===== config.mk =====
export PLATFORM = sky130hd
export DESIGN_NAME = xref_subsection_parser
export DESIGN_NICKNAME = d
export VERILOG_FILES = /design/src/xsp_pkg.sv /design/src/xsp_in_stage.sv /design/src/xsp_core.sv /design/src/xsp_out_stage.sv /design/src/xref_subsection_parser.sv
export SDC_FILE = /design/constraint.sdc
export NUM_CORES = 1
export LEC_CHECK = 0
export BUFFER_PORTS_ARGS = -buffer_cell sky130_fd_sc_hd__clkbuf_2
export CAP_MARGIN = 10
export CELL_PAD_IN_SITES_DETAIL_PLACEMENT = 2
export CELL_PAD_IN_SITES_GLOBAL_PLACEMENT = 2
export CORE_UTILIZATION = 30
export CTS_CLUSTER_DIAMETER = 120
export DETAILED_ROUTE_END_ITERATION = 10
export HOLD_SLACK_MARGIN = 0.06
export PLACE_DENSITY = 0.64
export SETUP_SLACK_MARGIN = 0.3
export SLEW_MARGIN = 25
export SYNTH_ARGS = -nofsm -noshare
export SYNTH_HDL_FRONTEND = slang
export SYNTH_SLANG_ARGS = --single-unit

===== constraint.sdc =====
create_clock -name clk -period 8.3 [get_ports clk]
set_clock_uncertainty 0.1 [all_clocks]
set_input_delay 1.245 -clock clk [delete_from_list [all_inputs] [get_ports clk]]
set_output_delay 1.245 -clock clk [all_outputs]
set_load 0.05 [all_outputs]

===== src/xsp_pkg.sv =====
// Shared types, codes and helper functions of the cross-reference subsection parser.
// No dependencies; imported by every module under src.
package xsp_pkg;

	localparam int OBJ_W       = 24;
	localparam int OFF_W       = 34;
	localparam int GEN_W       = 17;
	localparam int ENTRY_BYTES = 20;
	localparam int GEN_BYTE    = 11;
	localparam int POS_W       = $clog2(ENTRY_BYTES + 1);

	localparam logic [OBJ_W-1:0] OBJ_MAX = {OBJ_W{1'b1}};
	localparam logic [OFF_W-1:0] OFF_MAX = {OFF_W{1'b1}};
	localparam logic [GEN_W-1:0] GEN_MAX = {GEN_W{1'b1}};

	localparam logic [7:0] CHAR_ZERO = 8'h30;
	localparam logic [7:0] CHAR_NINE = 8'h39;
	localparam logic [7:0] CHAR_T    = 8'h74;
	localparam logic [7:0] CHAR_SP   = 8'h20;
	localparam logic [7:0] CHAR_TAB  = 8'h09;
	localparam logic [7:0] CHAR_CR   = 8'h0d;

	typedef enum logic {
		OP_DATA    = 1'b0,
		OP_RESTART = 1'b1
	} op_t;

	typedef enum logic [1:0] {
		KIND_ENTRY     = 2'd0,
		KIND_TRAILER   = 2'd1,
		KIND_BAD_START = 2'd2,
		KIND_RANGE     = 2'd3
	} kind_t;

	typedef enum logic [5:0] {
		PH_SKIP  = 6'b000001,
		PH_START = 6'b000010,
		PH_COUNT = 6'b000100,
		PH_SPACE = 6'b001000,
		PH_ENTRY = 6'b010000,
		PH_HALT  = 6'b100000
	} phase_t;

	typedef struct packed {
		op_t        op;
		logic [7:0] data_byte;
	} xsp_req_t;

	typedef struct packed {
		kind_t            kind;
		logic [OBJ_W-1:0] object_number;
		logic [OFF_W-1:0] byte_offset;
		logic [GEN_W-1:0] generation;
	} xsp_res_t;

	function automatic logic is_digit(input logic [7:0] b);
		return b inside {[CHAR_ZERO:CHAR_NINE]};
	endfunction

	function automatic logic is_space(input logic [7:0] b);
		return b inside {CHAR_SP, [CHAR_TAB:CHAR_CR]};
	endfunction

	// v * 10 + digit, clamped at the all-ones value of the field
	function automatic logic [OBJ_W-1:0] acc_obj(input logic [OBJ_W-1:0] v,
		input logic [7:0] b);
		logic [OBJ_W+3:0] n;
		n = ({4'b0000, v} << 3) + ({4'b0000, v} << 1) + {{OBJ_W{1'b0}}, b[3:0]};
		return (n > {4'b0000, OBJ_MAX}) ? OBJ_MAX : n[OBJ_W-1:0];
	endfunction

	function automatic logic [OFF_W-1:0] acc_off(input logic [OFF_W-1:0] v,
		input logic [7:0] b);
		logic [OFF_W+3:0] n;
		n = ({4'b0000, v} << 3) + ({4'b0000, v} << 1) + {{OFF_W{1'b0}}, b[3:0]};
		return (n > {4'b0000, OFF_MAX}) ? OFF_MAX : n[OFF_W-1:0];
	endfunction

	function automatic logic [GEN_W-1:0] acc_gen(input logic [GEN_W-1:0] v,
		input logic [7:0] b);
		logic [GEN_W+3:0] n;
		n = ({4'b0000, v} << 3) + ({4'b0000, v} << 1) + {{GEN_W{1'b0}}, b[3:0]};
		return (n > {4'b0000, GEN_MAX}) ? GEN_MAX : n[GEN_W-1:0];
	endfunction

endpackage


===== src/xsp_in_stage.sv =====
// Input register stage of the subsection parser: holds one request.
// Depends on xsp_pkg.
module xsp_in_stage
	import xsp_pkg::*;
(
	input  logic     clk,
	input  logic     arst_n,
	input  logic     in_valid,
	output logic     in_stall,
	input  xsp_req_t in_data,
	input  logic     advance,
	output logic     req_valid,
	output xsp_req_t req
);

	logic     valid_s1;
	xsp_req_t req_s1;

	// hold the request while the result side cannot take it
	assign in_stall  = valid_s1 & ~advance;
	assign req_valid = valid_s1;
	assign req       = req_s1;

	always_ff @(posedge clk or negedge arst_n) begin
		if (!arst_n) begin
			valid_s1 <= 1'b0;
		end else if (!in_stall) begin
			valid_s1 <= in_valid;
		end
	end

	always_ff @(posedge clk) begin
		if (!in_stall && in_valid) begin
			req_s1 <= in_data;
		end
	end

endmodule


===== src/xsp_core.sv =====
// Parsing state and per-byte update logic of the subsection parser, with the limit register.
// Depends on xsp_pkg.
module xsp_core
	import xsp_pkg::*;
(
	input  logic             clk,
	input  logic             arst_n,
	input  logic             cfg_valid,
	input  logic [OBJ_W-1:0] cfg_data,
	input  logic             fire,
	input  xsp_req_t         req,
	output logic             res_valid,
	output xsp_res_t         res
);

	logic [OBJ_W-1:0] limit_q;
	phase_t           phase_q, phase_d;
	logic [OBJ_W-1:0] first_q, first_d;
	logic [OBJ_W-1:0] left_q, left_d;
	logic [OBJ_W-1:0] next_obj_q, next_obj_d;
	logic [POS_W-1:0] pos_q, pos_d;
	logic [OFF_W-1:0] off_q, off_d;
	logic [GEN_W-1:0] gen_q, gen_d;
	logic [1:0]       flags_q, flags_d;

	logic [7:0]       b;
	logic             b_digit;
	logic             fresh;
	logic [POS_W-1:0] e_pos;
	logic [OFF_W-1:0] e_off;
	logic [GEN_W-1:0] e_gen;
	logic [1:0]       e_flags;
	logic             e_done;
	logic [OBJ_W-1:0] left_dec;

	assign b       = req.data_byte;
	assign b_digit = is_digit(b);
	// the first byte of a subsection's first entry arrives in the whitespace phase
	assign fresh   = (phase_q == PH_SPACE);

	// entry byte: offset digits from byte 0, generation digits from byte 11
	always_comb begin
		e_pos   = fresh ? '0 : pos_q;
		e_off   = fresh ? '0 : off_q;
		e_gen   = fresh ? '0 : gen_q;
		e_flags = fresh ? 2'b11 : flags_q;
		if (e_flags[0]) begin
			if (b_digit) e_off = acc_off(e_off, b);
			else e_flags[0] = 1'b0;
		end
		if ((e_pos >= POS_W'(GEN_BYTE)) && e_flags[1]) begin
			if (b_digit) e_gen = acc_gen(e_gen, b);
			else e_flags[1] = 1'b0;
		end
		e_pos  = e_pos + POS_W'(1);
		e_done = (e_pos == POS_W'(ENTRY_BYTES));
	end

	assign left_dec = (left_q != '0) ? left_q - OBJ_W'(1) : left_q;

	always_comb begin
		phase_d    = phase_q;
		first_d    = first_q;
		left_d     = left_q;
		next_obj_d = next_obj_q;
		pos_d      = pos_q;
		off_d      = off_q;
		gen_d      = gen_q;
		flags_d    = flags_q;
		res_valid  = 1'b0;
		res        = '0;

		if (req.op == OP_RESTART) begin
			phase_d    = PH_SKIP;
			first_d    = '0;
			left_d     = '0;
			next_obj_d = '0;
			pos_d      = '0;
			off_d      = '0;
			gen_d      = '0;
			flags_d    = 2'b11;
		end else begin
			case (phase_q)
				PH_SKIP: begin
					if (b == CHAR_T) begin
						phase_d   = PH_HALT;
						res_valid = 1'b1;
						res.kind  = KIND_TRAILER;
					end else if (b_digit) begin
						first_d = {{(OBJ_W-4){1'b0}}, b[3:0]};
						phase_d = PH_START;
					end
				end
				PH_START: begin
					if (b_digit) begin
						first_d = acc_obj(first_q, b);
					end else begin
						next_obj_d = first_q;
						left_d     = '0;
						phase_d    = PH_COUNT;
					end
				end
				PH_COUNT: begin
					if (b_digit) begin
						left_d = acc_obj(left_q, b);
					end else if (is_space(b)) begin
						phase_d = PH_SPACE;
					end else begin
						phase_d   = PH_HALT;
						res_valid = 1'b1;
						res.kind  = KIND_BAD_START;
					end
				end
				PH_SPACE, PH_ENTRY: begin
					if (fresh && is_space(b)) begin
						phase_d = PH_SPACE;
					end else if (fresh && (b != CHAR_ZERO)) begin
						phase_d   = PH_HALT;
						res_valid = 1'b1;
						res.kind  = KIND_BAD_START;
					end else if (fresh && (left_q == '0)) begin
						// empty subsection: the zero opens the next start number
						first_d = '0;
						phase_d = PH_START;
					end else begin
						phase_d = PH_ENTRY;
						pos_d   = e_pos;
						off_d   = e_off;
						gen_d   = e_gen;
						flags_d = e_flags;
						if (e_done) begin
							res_valid         = 1'b1;
							res.object_number = next_obj_q;
							res.byte_offset   = e_off;
							res.generation    = e_gen;
							pos_d             = '0;
							if (next_obj_q >= limit_q) begin
								res.kind = KIND_RANGE;
								phase_d  = PH_HALT;
							end else begin
								res.kind = KIND_ENTRY;
								if (next_obj_q != OBJ_MAX) next_obj_d = next_obj_q + OBJ_W'(1);
								left_d = left_dec;
								if (left_dec == '0) begin
									phase_d = PH_SKIP;
								end else begin
									off_d   = '0;
									gen_d   = '0;
									flags_d = 2'b11;
								end
							end
						end
					end
				end
				default: begin
				end
			endcase
		end
	end

	always_ff @(posedge clk or negedge arst_n) begin
		if (!arst_n) begin
			limit_q <= OBJ_MAX;
		end else if (cfg_valid) begin
			limit_q <= cfg_data;
		end
	end

	always_ff @(posedge clk or negedge arst_n) begin
		if (!arst_n) begin
			phase_q    <= PH_SKIP;
			first_q    <= '0;
			left_q     <= '0;
			next_obj_q <= '0;
			pos_q      <= '0;
			off_q      <= '0;
			gen_q      <= '0;
			flags_q    <= 2'b11;
		end else if (fire) begin
			phase_q    <= phase_d;
			first_q    <= first_d;
			left_q     <= left_d;
			next_obj_q <= next_obj_d;
			pos_q      <= pos_d;
			off_q      <= off_d;
			gen_q      <= gen_d;
			flags_q    <= flags_d;
		end
	end

`ifndef SYNTHESIS
	a_halt_silent: assert property (@(posedge clk) disable iff (!arst_n)
		(fire && (phase_q == PH_HALT)) |-> !res_valid)
		else $error("result produced while halted");

	a_restart_clears: assert property (@(posedge clk) disable iff (!arst_n)
		(fire && (req.op == OP_RESTART)) |=> ((phase_q == PH_SKIP) && (pos_q == '0)))
		else $error("restart did not clear the parser");

	a_pos_range: assert property (@(posedge clk) disable iff (!arst_n)
		pos_q < POS_W'(ENTRY_BYTES))
		else $error("entry position past entry end");

	a_error_halts: assert property (@(posedge clk) disable iff (!arst_n)
		(fire && res_valid && (res.kind != KIND_ENTRY)) |=> (phase_q == PH_HALT))
		else $error("parser did not halt after trailer or error");

	a_empty_fields: assert property (@(posedge clk) disable iff (!arst_n)
		(res_valid && ((res.kind == KIND_TRAILER) || (res.kind == KIND_BAD_START)))
		|-> ((res.object_number == '0) && (res.byte_offset == '0)
			&& (res.generation == '0)))
		else $error("non-entry result carries field data");
`endif

endmodule


===== src/xsp_out_stage.sv =====
// Result register of the subsection parser, presented on the output channel.
// Depends on xsp_pkg.
module xsp_out_stage
	import xsp_pkg::*;
(
	input  logic     clk,
	input  logic     arst_n,
	input  logic     fire,
	input  logic     res_valid,
	input  xsp_res_t res,
	output logic     advance,
	output logic     out_valid,
	input  logic     out_stall,
	output xsp_res_t out_data
);

	logic     valid_q;
	xsp_res_t data_q;

	// register is free when empty or being taken this cycle
	assign advance   = ~valid_q | ~out_stall;
	assign out_valid = valid_q;
	assign out_data  = data_q;

	always_ff @(posedge clk or negedge arst_n) begin
		if (!arst_n) begin
			valid_q <= 1'b0;
		end else if (advance) begin
			valid_q <= fire & res_valid;
		end
	end

	always_ff @(posedge clk) begin
		if (fire && res_valid) begin
			data_q <= res;
		end
	end

endmodule


===== src/xref_subsection_parser.sv =====
// Top level of the cross-reference subsection parser.
// Depends on xsp_pkg, xsp_in_stage, xsp_core and xsp_out_stage.
//
// Feed the bytes that follow the xref keyword, one request per byte; a request
// with op set to restart clears the parser for a new section. The parser skips
// to a digit or 't', reads the start object number and the entry count, then
// for each 20-byte entry reports object number, offset and generation. A 't'
// reports the trailer; a bad entry start or an object number at or above
// object_limit reports an error. After a trailer or an error, drop all data
// bytes silently until a restart. One byte is taken every clock cycle while
// the output is not stalled; a byte passes the input register, its report the
// result register, and the cycle rate is bounded by the multiply-by-ten-and-add
// of the 34-bit offset accumulator plus the state update. No clearing pass
// follows reset: the parser is ready at once.
// object_limit is written through the cfg channel, which is always ready;
// write it only while the parser is idle.
module xref_subsection_parser
	import xsp_pkg::*;
(
	input  logic             clk,
	input  logic             arst_n,
	input  logic             in_valid,
	output logic             in_stall,
	input  xsp_req_t         in_data,
	output logic             out_valid,
	input  logic             out_stall,
	output xsp_res_t         out_data,
	input  logic             cfg_valid,
	output logic             cfg_ready,
	input  logic [OBJ_W-1:0] cfg_data
);

	logic     advance;
	logic     req_valid;
	xsp_req_t req;
	logic     fire;
	logic     res_valid;
	xsp_res_t res;

	assign cfg_ready = 1'b1;

	// advance a held request into the state update when the result register frees up
	assign fire = req_valid & advance;

	xsp_in_stage u_in (
		.clk       (clk),
		.arst_n    (arst_n),
		.in_valid  (in_valid),
		.in_stall  (in_stall),
		.in_data   (in_data),
		.advance   (advance),
		.req_valid (req_valid),
		.req       (req)
	);

	xsp_core u_core (
		.clk       (clk),
		.arst_n    (arst_n),
		.cfg_valid (cfg_valid & cfg_ready),
		.cfg_data  (cfg_data),
		.fire      (fire),
		.req       (req),
		.res_valid (res_valid),
		.res       (res)
	);

	xsp_out_stage u_out (
		.clk       (clk),
		.arst_n    (arst_n),
		.fire      (fire),
		.res_valid (res_valid),
		.res       (res),
		.advance   (advance),
		.out_valid (out_valid),
		.out_stall (out_stall),
		.out_data  (out_data)
	);

endmodule


## Word level (Yosys, flattened, before mapping)

Cells that the tools add are included.

| operators by class | value |
|---|---|
| add/subtract/negate cells | 11 |
| order comparisons | 10 |
| eq/ne operators | 27 |
| multiplexer cells | 105 |
| bitwise gates (word level) | 9 |
| reduce and logical (&&, ||, !) cells | 25 |

Operator list:

| operator | count |
|---|---|
| 24-bit 2-to-1 mux | 26 |
| 34-bit 2-to-1 mux | 12 |
| 77-bit 2-to-1 mux | 3 |
| 17-bit 2-to-1 mux | 12 |
| 24-bit case mux with 3 select lines | 2 |
| 75-bit 2-to-1 mux | 1 |
| 6-bit 2-to-1 mux | 11 |
| 27-bit by 25-bit adder with 28-bit output | 2 |
| 28-bit by 4-bit adder with 28-bit output | 2 |
| 28-bit by 24-bit > comparator with 1-bit output, second input constant | 2 |
| 24-bit logical NOT | 2 |
| 24-bit case mux with 2 select lines | 1 |
| 5-bit 2-to-1 mux | 8 |
| 37-bit by 35-bit adder with 38-bit output | 1 |
| 38-bit by 4-bit adder with 38-bit output | 1 |
| 38-bit by 34-bit > comparator with 1-bit output, second input constant | 1 |
| 2-bit 2-to-1 mux | 13 |
| 24-bit by 1-bit adder with 24-bit output, second input constant | 1 |
| 24-bit greater-or-equal comparator | 1 |
| 24-bit != test, second input constant | 1 |
| 6-bit case mux with 4 select lines | 1 |
| 24-bit nonzero test | 1 |
| 24-bit by 1-bit subtractor with 24-bit output, second input constant | 1 |
| 20-bit by 18-bit adder with 21-bit output | 1 |
| other kinds (38) | 80 |

| word-level totals | value |
|---|---|
| register bits after elaboration | 248 |
| input bits | 38 |

## Depth between registers and ports, before layout

Gate-level depths: netlist of the first run.

| depth | value |
|---|---|
| word-level depth | 16 |
| depth in mapped cells | 21 |
| gate-level depth less buffers | 18 |

## By module

A second synthesis of the first run with hierarchy kept.

| second synthesis, totals | value |
|---|---|
| cell total of the unflattened synthesis | 2173 |
| area total of the unflattened synthesis | 19118.3 um2 |

By module, submodules not included:

| module | instances | cells an instance | area an instance (um2) |
|---|---|---|---|
| xsp_core | 1 | 2075 | 16417.0 |
| xsp_out_stage | 1 | 81 | 2356.0 |
| xsp_in_stage | 1 | 14 | 327.8 |
| xref_subsection_parser | 1 | 3 | 17.5 |

## Worst setup path after synthesis of the first run

Ideal clock, no wire load.

| timing path | value |
|---|---|
| path type | reg2reg |
| start | register u_core.phase_q[0] |
| end | register u_out.data_q (netlist bit u_out.out_data[0]) (enable) |
| setup time | 0.654 ns |
| arrival | 8.062 ns |
| required time | 7.546 ns |
| path slack | -0.516 ns |
| stages on the path, launching flop included | 10 |
| buffers on the path | 2 |
| cell sequence | dfstp_2 > nor2_1 > nand3_1 > clkbuf_1 > buf_2 > and2_1 > ha_1 > nor4b_2 > o21ai_0 > a311oi_1 |

| on the way | value |
|---|---|
| cells in the longest elaborated chain, start to end | 11 |
| elaborated cells on any way between the ends | 18 |

RTL lines:

| element | line | text |
|---|---|---|
| start: declaration | xsp_core.sv:17 | `phase_t phase_q, phase_d;` |
| start signal: assignment | xsp_core.sv:180 | `phase_q <= phase_d;` |
| 6-bit by 4-bit equality test with 1-bit output | xsp_core.sv:39, xsp_core.sv:83 |  |
| 5-bit 2-to-1 mux | xsp_core.sv:43 | `e_pos = fresh ? '0 : pos_q;` |
| 5-bit by 1-bit adder with 5-bit output | xsp_core.sv:55 | `e_pos = e_pos + POS_W'(1);` |
| 5-bit equality test | xsp_core.sv:56 | `e_done = (e_pos == POS_W'(ENTRY_BYTES));` |
| 1-bit 2-to-1 mux | xsp_core.sv:131 | `if (e_done) begin` |
| 1-bit 2-to-1 mux | xsp_core.sv:121 | `end else if (fresh && (left_q == '0)) begin` |
| 1-bit 2-to-1 mux | xsp_core.sv:117 | `end else if (fresh && (b != CHAR_ZERO)) begin` |
| 1-bit 2-to-1 mux | xsp_core.sv:115 | `if (fresh && is_space(b)) begin` |
| 1-bit case mux with 3 select lines * | xsp_core.sv:83 | `case (phase_q)` |
| 1-bit 2-to-1 mux * | xsp_core.sv:73 | `if (req.op == OP_RESTART) begin` |
| 1-bit logical AND * | xsp_out_stage.sv:34 | `if (fire && res_valid) begin` |
| end signal: assignment | xsp_out_stage.sv:35 | `data_q <= res;` |
| end: declaration | xsp_out_stage.sv:18 | `xsp_res_t data_q;` |

Every way passes the cells marked *; elsewhere a longest branch is shown, timed or not.
A chain may end at the register's enable or synchronous reset.

## Final worst setup path of the first run

| timing path | value |
|---|---|
| start | register u_core.phase_q[2] |
| end | register u_out.data_q (netlist bit u_out.out_data[43]), data pin |

| on the way | value |
|---|---|
| cells in the longest elaborated chain, start to end | 8 |
| elaborated cells on any way between the ends | 20 |

RTL lines:

| element | line | text |
|---|---|---|
| 6-bit by 4-bit equality test with 1-bit output | xsp_core.sv:39, xsp_core.sv:83 |  |
| 34-bit 2-to-1 mux | xsp_core.sv:44 | `e_off = fresh ? '0 : off_q;` |
| 37-bit by 35-bit adder with 38-bit output | xsp_pkg.sv:75 | `n = ({4'b0000, v} << 3) + ({4'b0000, v} << 1) + {{OFF_W{1'b0}}, b[3:0]};` |
| 38-bit by 4-bit adder with 38-bit output | xsp_pkg.sv:75 |  |
| 38-bit by 34-bit > comparator with 1-bit output | xsp_pkg.sv:76 | `return (n > {4'b0000, OFF_MAX}) ? OFF_MAX : n[OFF_W-1:0];` |
| 34-bit 2-to-1 mux | xsp_pkg.sv:76 |  |
| 34-bit 2-to-1 mux | xsp_core.sv:48 | `if (b_digit) e_off = acc_off(e_off, b);` |
| 34-bit 2-to-1 mux | xsp_core.sv:47 | `if (e_flags[0]) begin` |

Parallel ways exist; a longest one is shown, timed or not.

==> impl_metrics.toml, run 1 <==
[power_and_ir_drop]
ir_worst_vdd_mv = 0.140
leakage_nw = 10.1
p_per_area_mw_per_mm2 = 213

[layout]
fin_area_mm2 = 0.0220
final_util = 0.346
layout_commonest_cell = "ha_1"
drive_gt1_frac = 0.118
nNetsFinal = 2547
mostFrequentLayoutCells = "ha_1, o21ai_0, a21oi_1, nand2_1, nor2_1"
synthToLayoutAreaGrowth_pct = 13.1

[sta]
finalCritPeriodShare = 0.798
setup-tns-final_ns = 0
drv_slew = 0
finalCriticalPeriod_ns = 6.63
rsz0062_at_grt = "no"
finalSetupViolCount = 0
worstMarginPinSlew_ns = 1.01
relSlewSlack = 0.325
hold_violations = 0
setup_ws_ns = 1.67
fmax_mhz = 151

[yosys]
avgSynthCellArea_um2 = 8.80
synth_cell_type_count = 93
yosysSeqAreaShare = 0.343
synth_fp_nets = 2474
netlist_area_mm2 = 0.0194
synth_edf_count = 86
synthFlopType = "dfrtp_1"
ys_seq_elements = 248
async_reset_ff_frac = 0.653
syn_inst = 2207
ys.warnings.count = 0

[clocking]
clockBufferDepth = 3
cts-root-buf = "clkbuf_16"
cts.sinks = 248
cts_buffers = 35
clkTransAtPathRegs_ns = 0.06
cts_tree = "built"
hold_buffers = 0
htreeDepth = 2
clk_latency_ns = 0.56
cts_resized = 0
post_cts.repair.setup_buffers = 0

[route]
first_iter_violations = 615
ant_nets = 0
drt_wl_total_mm = 70.6
drc = 0
avgViaCountPerCell = 5.57
post_drt_wl_per_cell_um = 22.4
drt_pass1_iterations = 4
vias = 17600

[place]
routabilityCongestion = 0.865
hpwl_mm = 52.1
place_ws_ns = 1.64
dpl_cell_area_mm2 = 0.0209
port_buffers = 116

[floorplanning]
dieArea_mm2 = 0.0658
die_h_um = 256
coreArea_mm2 = 0.0635
die_w_um = 256
num_io_pins = 118
start_util = 0.306
row_count = 92

[setup_path]
slowest_stage = "nor2_2"
cp_max_fo = 28
worstPathRequired_ns = 8.44
end_kind = "flip-flop"
crit_type = "reg -> reg"
cp-start-kind = "flip-flop"
max_stage_delay_ns = 0.81
cp_cell_sequence = "nor3_1 -> nand3_2 -> nand2_1 -> inv_1 -> ha_1 -> ha_1 -> fa_1 -> a211oi_2 -> o211ai_1 -> a31oi_4 -> a21oi_2 -> or4_1 -> a21boi_1 -> xor2_1 -> nand2_1 -> nor2_2 -> a21oi_1"
critPathTopFamily = "simple AND/OR/NAND/NOR gates"
path_buf_inv = 1
arrival_ns = 6.77

[global_route]
track_usage = 0.215
grt_pass1_wl_mm = 114
grt_overflow_total = 0
grt_pass1_vias = 19500
grt_max_degree = 70
antenna_found_initial = 1

[worst_hold_path]
hold_class = "reg -> reg"

[status]
status = "finished clean"

[flow_run]
cap_violations = 0
state kept, by name (all words and copies together) (netlist names), 2 cells and up:
name               cells
u_out.out_data        77
u_core.off_q          34
u_core.first_q        24
u_core.left_q         24
u_core.limit_q        24
u_core.next_obj_q     24
u_core.gen_q          17
u_in.req               9
u_core.phase_q         6
u_core.pos_q           5
u_core.flags_q         2
path summary, 6_finish.rpt:
path | slack, ns | end | start | depth (start not counted)
max | 1.67 | u_out.out_data[43] | u_core.phase_q[2] | 17
min | 0.38 | u_core.gen_q[15] | u_core.gen_q[15] | 2
max reg2reg | 1.67 | u_out.out_data[43] | u_core.phase_q[2] | 17
min reg2reg | 0.38 | u_core.gen_q[15] | u_core.gen_q[15] | 2
max in group asynchronous | 6.26 | u_core.left_q[20] | arst_n | 2
min in group asynchronous | 0.51 | u_core.off_q[4] | arst_n | 1
worst reg2reg max path: stages (launching register included):
cell and delay (ns):
dfrtp_1 0.43, nor3_1 0.38, nand3_2 0.64, nand2_1 0.34, inv_1 0.11, ha_1 0.29, ha_1 0.24, fa_1 0.45
a211oi_2 0.28, o211ai_1 0.21, a31oi_4 0.27, a21oi_2 0.12, or4_1 0.51, a21boi_1 0.20, xor2_1 0.24, nand2_1 0.50
nor2_2 0.81, a21oi_1 0.20
layer usage:
layer / vias up / share of wire / track usage
li1: 8314 / - / -
met1: 8966 / 0.45 / 0.275
met2: 204 / 0.50 / 0.384
met3: 79 / 0.027 / 0.0244
met4: 0 / 0.021 / 0.0524
met5: - / 0 / 0
cell families (layout without fill, tap and decap cells):
| group | after synthesis | count (layout) | synth area share |
|---|---|---|---|
| multiplexers | 9 | 9 | 0.00477 |
| AO/OA/AOI/OAI | 723 | 723 | 0.235 |
| buffers and inverters | 183 | 281 | 0.0388 |
| flip-flops | 248 | 248 | 0.343 |
| AND/OR/NAND/NOR | 728 | 728 | 0.189 |
| other | 1 | 2 | 0.000193 |
| adder cells (fa/ha/maj) | 229 | 229 | 0.150 |
| XOR/XNOR | 86 | 86 | 0.0388 |
layout make-up:
type | count | area, um2
Multi-Input combinational cell | 1776 | 12100
Clock inverter | 14 | 109
Inverter | 79 | 297
Tap cell | 846 | 1060
Timing Repair Buffer | 140 | 783
Sequential cell | 248 | 6670
Antenna cell | 1 | 2.50
Fill cell | 7130 | 41600
Clock buffer | 48 | 976
power by group:
part | internal (mW) | leakage, nW | switching [mW]
clock network | 0.855 | 0.535 | 0.612
registers | 1.37 | 2.87 | 0.157
logic | 0.624 | 6.71 | 1.06
total | 2.85 | 10.1 | 1.83
synth_stat cells (all sizes together) (19+ instances only):
master,instances,share of area
a211oi,22,0.0088
a21o,66,0.026
a21oi,190,0.050
a31oi,31,0.011
and2,74,0.024
buf,31,0.0094
clkbuf,73,0.014
dfrtp,135,0.17
dfstp,27,0.037
edfxtp,86,0.13
ha,222,0.14
inv,79,0.015
nand2,185,0.036
nand2b,38,0.012
nand3,71,0.019
nand4,26,0.0084
nor2,172,0.033
nor3,47,0.013
nor4,24,0.010
o21a,22,0.0086
o21ai,225,0.058
o31ai,19,0.0076
xnor2,52,0.023
xor2,34,0.015
through the flow:
stage,std cells,hold slack [ns],total power [mW]
2_1_floorplan,2207,0.340,2.71
3_3_place_gp,3089,0.357,3.17
6_report,3152,0.381,4.68
4_1_cts,3151,0.384,4.75
5_1_grt,3151,0.396,4.99
3_5_place_dp,3089,0.371,3.24
Power figures use the tool's default switching activity.
==> run 2: changes to the inputs <==
--- a/config.mk
+++ b/config.mk
@@ -5,6 +5,7 @@
 export SDC_FILE = /design/constraint.sdc
 export NUM_CORES = 1
 export LEC_CHECK = 0
+export ABC_AREA = 1
 export BUFFER_PORTS_ARGS = -buffer_cell sky130_fd_sc_hd__clkbuf_2
 export CAP_MARGIN = 10
 export CELL_PAD_IN_SITES_DETAIL_PLACEMENT = 2
@@ -13,7 +14,7 @@
 export CTS_CLUSTER_DIAMETER = 120
 export DETAILED_ROUTE_END_ITERATION = 10
 export HOLD_SLACK_MARGIN = 0.06
-export PLACE_DENSITY = 0.64
+export PLACE_DENSITY = 0.66
 export SETUP_SLACK_MARGIN = 0.3
 export SLEW_MARGIN = 25
 export SYNTH_ARGS = -nofsm -noshare
==> constraint.sdc (replaced) <==
create_clock -name clk -period 6.94 [get_ports clk]
set_clock_uncertainty 0.1 [all_clocks]
set_input_delay 1.041 -clock clk [delete_from_list [all_inputs] [get_ports clk]]
set_output_delay 1.041 -clock clk [all_outputs]
set_load 0.05 [all_outputs]
==> impl_metrics.toml, run 2 <==
[status]
status = "finished clean"

[clocking]
cts_resized = 0
cts-root-buf = "clkbuf_16"
clk_latency_ns = 0.54
cts_buffers = 34
cts.sinks = 248
post_cts.repair.setup_buffers = 0
clkTransAtPathRegs_ns = 0.06
htreeDepth = 2
hold_buffers = 0
clockBufferDepth = 3
cts_tree = "built"

[global_route]
track_usage = 0.228
grt_overflow_total = 0
antenna_found_initial = 3
grt_pass1_vias = 22800
grt_use_met1 = 0.286
grtUsageMet2 = 0.419
grt_pass1_wl_mm = 128
met3_usage = 0.0185
top_usage_layer = "met2"
grt_max_degree = 76

[place]
place_ws_ns = 1.49
placed_cells = 3945
port_buffers = 116
hpwl_mm = 63.5
routabilityCongestion = 0.879
dpl_cell_area_mm2 = 0.0224

[sta]
finalCriticalPeriod_ns = 5.47
setup_ws_ns = 1.47
setup-tns-final_ns = 0
hold_violations = 0
fmax_mhz = 183
worstMarginPinSlew_ns = 1.03
finalCritPeriodShare = 0.789
holdWs_ns = 0.385
rsz0062_at_grt = "no"
finalSetupViolCount = 0
drv_slew = 0
relSlewSlack = 0.313

[layout]
layout_commonest_cell = "nand2_1"
synthToLayoutAreaGrowth_pct = 12.6
nNetsFinal = 3317
multi_input_comb_area_mm2 = 0.0127
final-seq-area_mm2 = 0.00667
fin_area_mm2 = 0.0236
mostFrequentLayoutCells = "nand2_1, inv_1, nor2_1, ha_1"
drive_gt1_frac = 0.0868
final_cells = 4009
fillers = 8223
largest_register_ffs = 77

[setup_path]
crit-reg2reg-capture = "u_out.out_data[32]"
cp_max_fo = 37
worstPathRequired_ns = 7.09
path_depth = 22
crit_start = "u_core.phase_q[5]"
slowest_stage = "nand4_4"
critPathCapture = "u_out.out_data[32]"
crit_type = "reg -> reg"
arrival_ns = 5.62
end_kind = "flip-flop"
cp_cell_sequence = "nor2_4 -> nand4_4 -> nand2_1 -> xor2_1 -> ha_1 -> o21bai_1 -> ha_1 -> nand2_1 -> nand3_1 -> nand2_1 -> nand3b_1 -> nand2_1 -> nand2_1 -> nand2_1 -> nand2_1 -> nand2_1 -> nand2_1 -> nor2_2 -> buf_4 -> nand2_1 -> o21bai_1 -> nor2_1"
max_stage_delay_ns = 0.53
crit_top_cell = "nand2_1"
path_buf_inv = 1
rr_worst_depth = 22
r2r_start = "u_core.phase_q[5]"
reg2reg_slack_ns = 1.47
cp-start-kind = "flip-flop"
critPathTopFamily = "simple AND/OR/NAND/NOR gates"

[floorplanning]
row_count = 96
coreArea_mm2 = 0.0688
num_io_pins = 118
start_util = 0.304
die_h_um = 266
dieArea_mm2 = 0.0708
die_w_um = 266

[route]
drt_wl_total_mm = 80.6
ant_nets = 0
first_iter_violations = 763
avgViaCountPerCell = 5.11
drt_pass1_iterations = 5
vias = 20500
post_drt_wl_per_cell_um = 20.1
drc = 0

[power_and_ir_drop]
ir_worst_vdd_mv = 0.147
p_per_area_mw_per_mm2 = 176
leakage_nw = 12.1

[yosys]
synth_top_area_share = 0.168
synth_fp_nets = 3235
syn_inst = 2968
netlist_area_mm2 = 0.0209
synth.most_common_cell = "nand2_1"
async_reset_ff_frac = 0.653
yosys-top-cells-count = "nand2_1, inv_1, nor2_1"
ys_seq_elements = 248
synth_cell_type_count = 61
yosysSeqAreaShare = 0.319
synthFlopType = "dfrtp_1"
synth_edf_count = 86
synth.area.top_cells = "nand2_1, dfrtp_1, ha_1"
synth_top_cell_by_area = "nand2_1"
avgSynthCellArea_um2 = 7.05
ys.warnings.count = 0

[worst_hold_path]
hold_class = "reg -> reg"

[flow_run]
cap_violations = 0
[run 2: power by group]
part	total, mW	switching, mW	leakage, nW	internal [mW]
Sequential	1.65	0.0700	2.79	1.58
Clock	1.84	0.706	0.561	1.13
Combinational	0.655	0.466	8.76	0.189
Total	4.15	1.24	12.1	2.91
[run 2: area by class of cell]
type,count,share of cell area
flip-flops and latches,248,0.283
diodes,3,0.000318
repair buffers,130,0.0293
clock buffers,50,0.0417
clock inverters,11,0.00700
well taps,931,0.0494
inverters,327,0.0523
multi-input cells,2309,0.537
[run 2: per-layer routing]
| metal | vias to the layer above | share of wire |
|---|---|---|
| met5 | - | 0 |
| met4 | 0 | 0.020 |
| met3 | 87 | 0.019 |
| met2 | 190 | 0.51 |
| met1 | 10300 | 0.45 |
| li1 | 9918 | - |
[run 2: logic make-up (layout without fill, tap and decap cells)]
| family | count (synthesis) | in the layout | share of synthesized area |
|---|---|---|---|
| compound gates | 457 | 457 | 0.120 |
| mux | 1 | 1 | 0.000538 |
| fa+ha+maj | 229 | 229 | 0.139 |
| flops | 248 | 248 | 0.319 |
| simple gates | 1529 | 1529 | 0.304 |
| buf+inv | 411 | 518 | 0.0778 |
| xor+xnor | 92 | 92 | 0.0388 |
| other cells | 1 | 4 | 0.000179 |
[run 2: how the worst min path moves through the flow]
stage,slack (ns),start,cells after the start,end
final,0.38,u_core.gen_q[9],2,u_core.gen_q[9]
after global placement,0.37,u_core.gen_q[7],2,u_core.gen_q[7]
after global routing,0.42,u_core.gen_q[7],2,u_core.gen_q[7]
after detailed placement,0.38,u_core.gen_q[9],2,u_core.gen_q[9]
after floorplan,0.35,u_core.gen_q[0],2,u_core.gen_q[0]
after CTS,0.39,u_core.gen_q[9],2,u_core.gen_q[9]
[run 2: through the flow]
stage / util / power [mW]
after floorplan: - / 2.10
after global placement: 0.326 / 2.30
after detailed placement: 0.326 / 2.34
after CTS: 0.343 / 4.20
after global routing: 0.343 / 4.34
final: 0.343 / 4.15
[run 2: worst min-delay path: stages, from the launching register on]
cell and delay (ns):
dfrtp_1 0.34, nand2_1 0.06, o21ai_2 0.05
==> run 3: changes to the inputs <==
==> constraint.sdc (replaced) <==
create_clock -name clk -period 5.7 [get_ports clk]
set_clock_uncertainty 0.1 [all_clocks]
set_input_delay 0.855 -clock clk [delete_from_list [all_inputs] [get_ports clk]]
set_output_delay 0.855 -clock clk [all_outputs]
set_load 0.05 [all_outputs]
==> impl_metrics.toml, run 3 (same netlist as run 2, synthesis figures left out) <==
[power_and_ir_drop]
p_seq_frac = 0.400
cellInternalPower_mw = 3.46
p_sw_mw = 1.58
combPwrFrac = 0.160
p_per_area_mw_per_mm2 = 213
ir_worst_vdd_mv = 0.218
leakage_nw = 12.1
total_power_mw = 5.04
clockPowerShare = 0.440
switching_share = 0.314

[route]
ant_nets = 0
drt_wl_total_mm = 80.9
drt_pass1_iterations = 4
avgViaCountPerCell = 5.10
vias = 20500
post_drt_wl_per_cell_um = 20.1
first_iter_violations = 746
drc = 0

[floorplanning]
num_io_pins = 118
row_count = 96
coreArea_mm2 = 0.0688
die_h_um = 266
die_w_um = 266
start_util = 0.304
dieArea_mm2 = 0.0708

[clocking]
hold_buffers = 0
cts_tree = "built"
cts-root-buf = "clkbuf_16"
cts_buffers = 36
htreeDepth = 2
clk_latency_ns = 0.56
clkTransAtPathRegs_ns = 0.05
clockBufferDepth = 3
cts.sinks = 248

[global_route]
grt_pass1_vias = 22800
grt_max_degree = 89
grt_pass1_wl_mm = 127
track_usage = 0.228
antenna_found_initial = 1
grt_overflow_total = 0

[setup_path]
cp-start-kind = "flip-flop"
worstPathRequired_ns = 5.88
cp_max_fo = 22
arrival_ns = 5.19
end_kind = "flip-flop"
crit_type = "reg -> reg"

[place]
port_buffers = 116
routabilityCongestion = 0.866
hpwl_mm = 62.9

[status]
status = "finished clean"

[sta]
finalSetupViolCount = 0
worstMarginPinSlew_ns = 0.913
fmax_mhz = 200
relSlewSlack = 0.389
drv_slew = 0
hold_violations = 0
finalCriticalPeriod_ns = 5.01
finalCritPeriodShare = 0.879
rsz0062_at_grt = "no"
setup-tns-final_ns = 0

[layout]
mostFrequentLayoutCells = "nand2_1, inv_1, nor2_1, ha_1"
largest_register_ffs = 77
final-seq-area_mm2 = 0.00667
fillers = 8287
synthToLayoutAreaGrowth_pct = 13.0
layout_commonest_cell = "nand2_1"
multi_input_comb_area_mm2 = 0.0127
nNetsFinal = 3328
drive_gt1_frac = 0.0893

[worst_hold_path]
hold_class = "in -> async"

[flow_run]
cap_violations = 0
## run 3: changes by cell type in the layout (fill, tap and decap cells not counted), sizes merged
| cell | previous run | this run |
|---|---|---|
| buf | 15 | 23 |
| bufinv | 4 | 2 |
| clkbuf | 165 | 163 |
| clkinv | 9 | 14 |
| clkinvlp | 0 | 2 |
| diode | 3 | 1 |
| inv | 325 | 327 |
| nand4 | 60 | 61 |
## run 3: repair_timing
| item | 4_1_cts | 5_1_grt |
|---|---|---|
| gates resized for setup | 0 | 1 |
| setup buffers | 0 | 0 |
| endpoints found under the setup margin | 0 | 25 |
## run 3: per-stage QoR
| stage | hold WS (ns) | instance area, um2 | std cells | util | worst slack, ns |
|---|---|---|---|---|---|
| 5_1_grt | 0.314 | 23700 | 4021 | 0.344 | 0.327 |
| 3_5_place_dp | 0.379 | 22500 | 3953 | 0.327 | 0.524 |
| 6_report | 0.250 | 23700 | 4021 | 0.344 | 0.688 |
| 4_1_cts | 0.295 | 23600 | 4019 | 0.343 | 0.456 |
| 2_1_floorplan | 0.353 | 20900 | 2968 | - | 1.39 |
| 3_3_place_gp | 0.365 | 22500 | 3953 | 0.327 | 0.734 |
## run 3: worst max-delay path, stage by stage (launching register included)
cell      delay, ns
dfrtp_1        0.42
nor2_4         0.31
nand4_4        0.39
buf_4          0.36
nand2_1        0.10
inv_1          0.06
ha_1           0.30
ha_1           0.36
nand2_1        0.12
nor2_1         0.25
nor3b_1        0.23
nand2_1        0.09
nand2_1        0.24
nand2_1        0.12
nand3_1        0.09
nand2_1        0.07
nor2_2         0.11
buf_4          0.29
nand2_1        0.31
o21bai_1       0.32
nor2_1         0.07
## run 3: area by class of cell
type / count / share of cell area
flip-flops and latches: 248 / 0.282
clock buffers: 48 / 0.0408
multi-input cells: 2310 / 0.536
repair buffers: 138 / 0.0323
clock inverters: 18 / 0.00735
inverters: 327 / 0.0519
well taps: 931 / 0.0492
diodes: 1 / 0.000106
## run 3: power groups by stage
stage / logic (mW) / clock network (mW) / registers, mW
after global placement: 0.761 / 0 / 2.04
final: 0.805 / 2.22 / 2.01
after global routing: 0.909 / 2.34 / 2.02
after CTS: 0.805 / 2.29 / 2.01
after detailed placement: 0.797 / 0 / 2.04
after floorplan: 0.503 / 0 / 2.06
## run 3: worst paths after layout
kind / startpoint / endpoint / slack (ns) / cells past startpoint
worst max register to register: u_core.phase_q[5] / u_out.out_data[35] / 0.69 / 20
worst max-delay path: u_core.phase_q[5] / u_out.out_data[35] / 0.69 / 20
worst min-delay path: arst_n / u_core.off_q[11] / 0.25 / 1
min in group clk: in_data[3] / u_in.req[3] / 0.37 / 1
max in group asynchronous: arst_n / u_core.phase_q[0] / 4.26 / 2
worst min register to register: u_core.gen_q[15] / u_core.gen_q[15] / 0.39 / 2
## run 3: layer usage
metal | up-vias | GRT usage | share of wire
li1 | 9927 | - | -
met1 | 10300 | 0.290 | 0.46
met2 | 213 | 0.408 | 0.49
met3 | 102 | 0.0207 | 0.020
met4 | 0 | 0.0637 | 0.025
met5 | - | 0 | 0
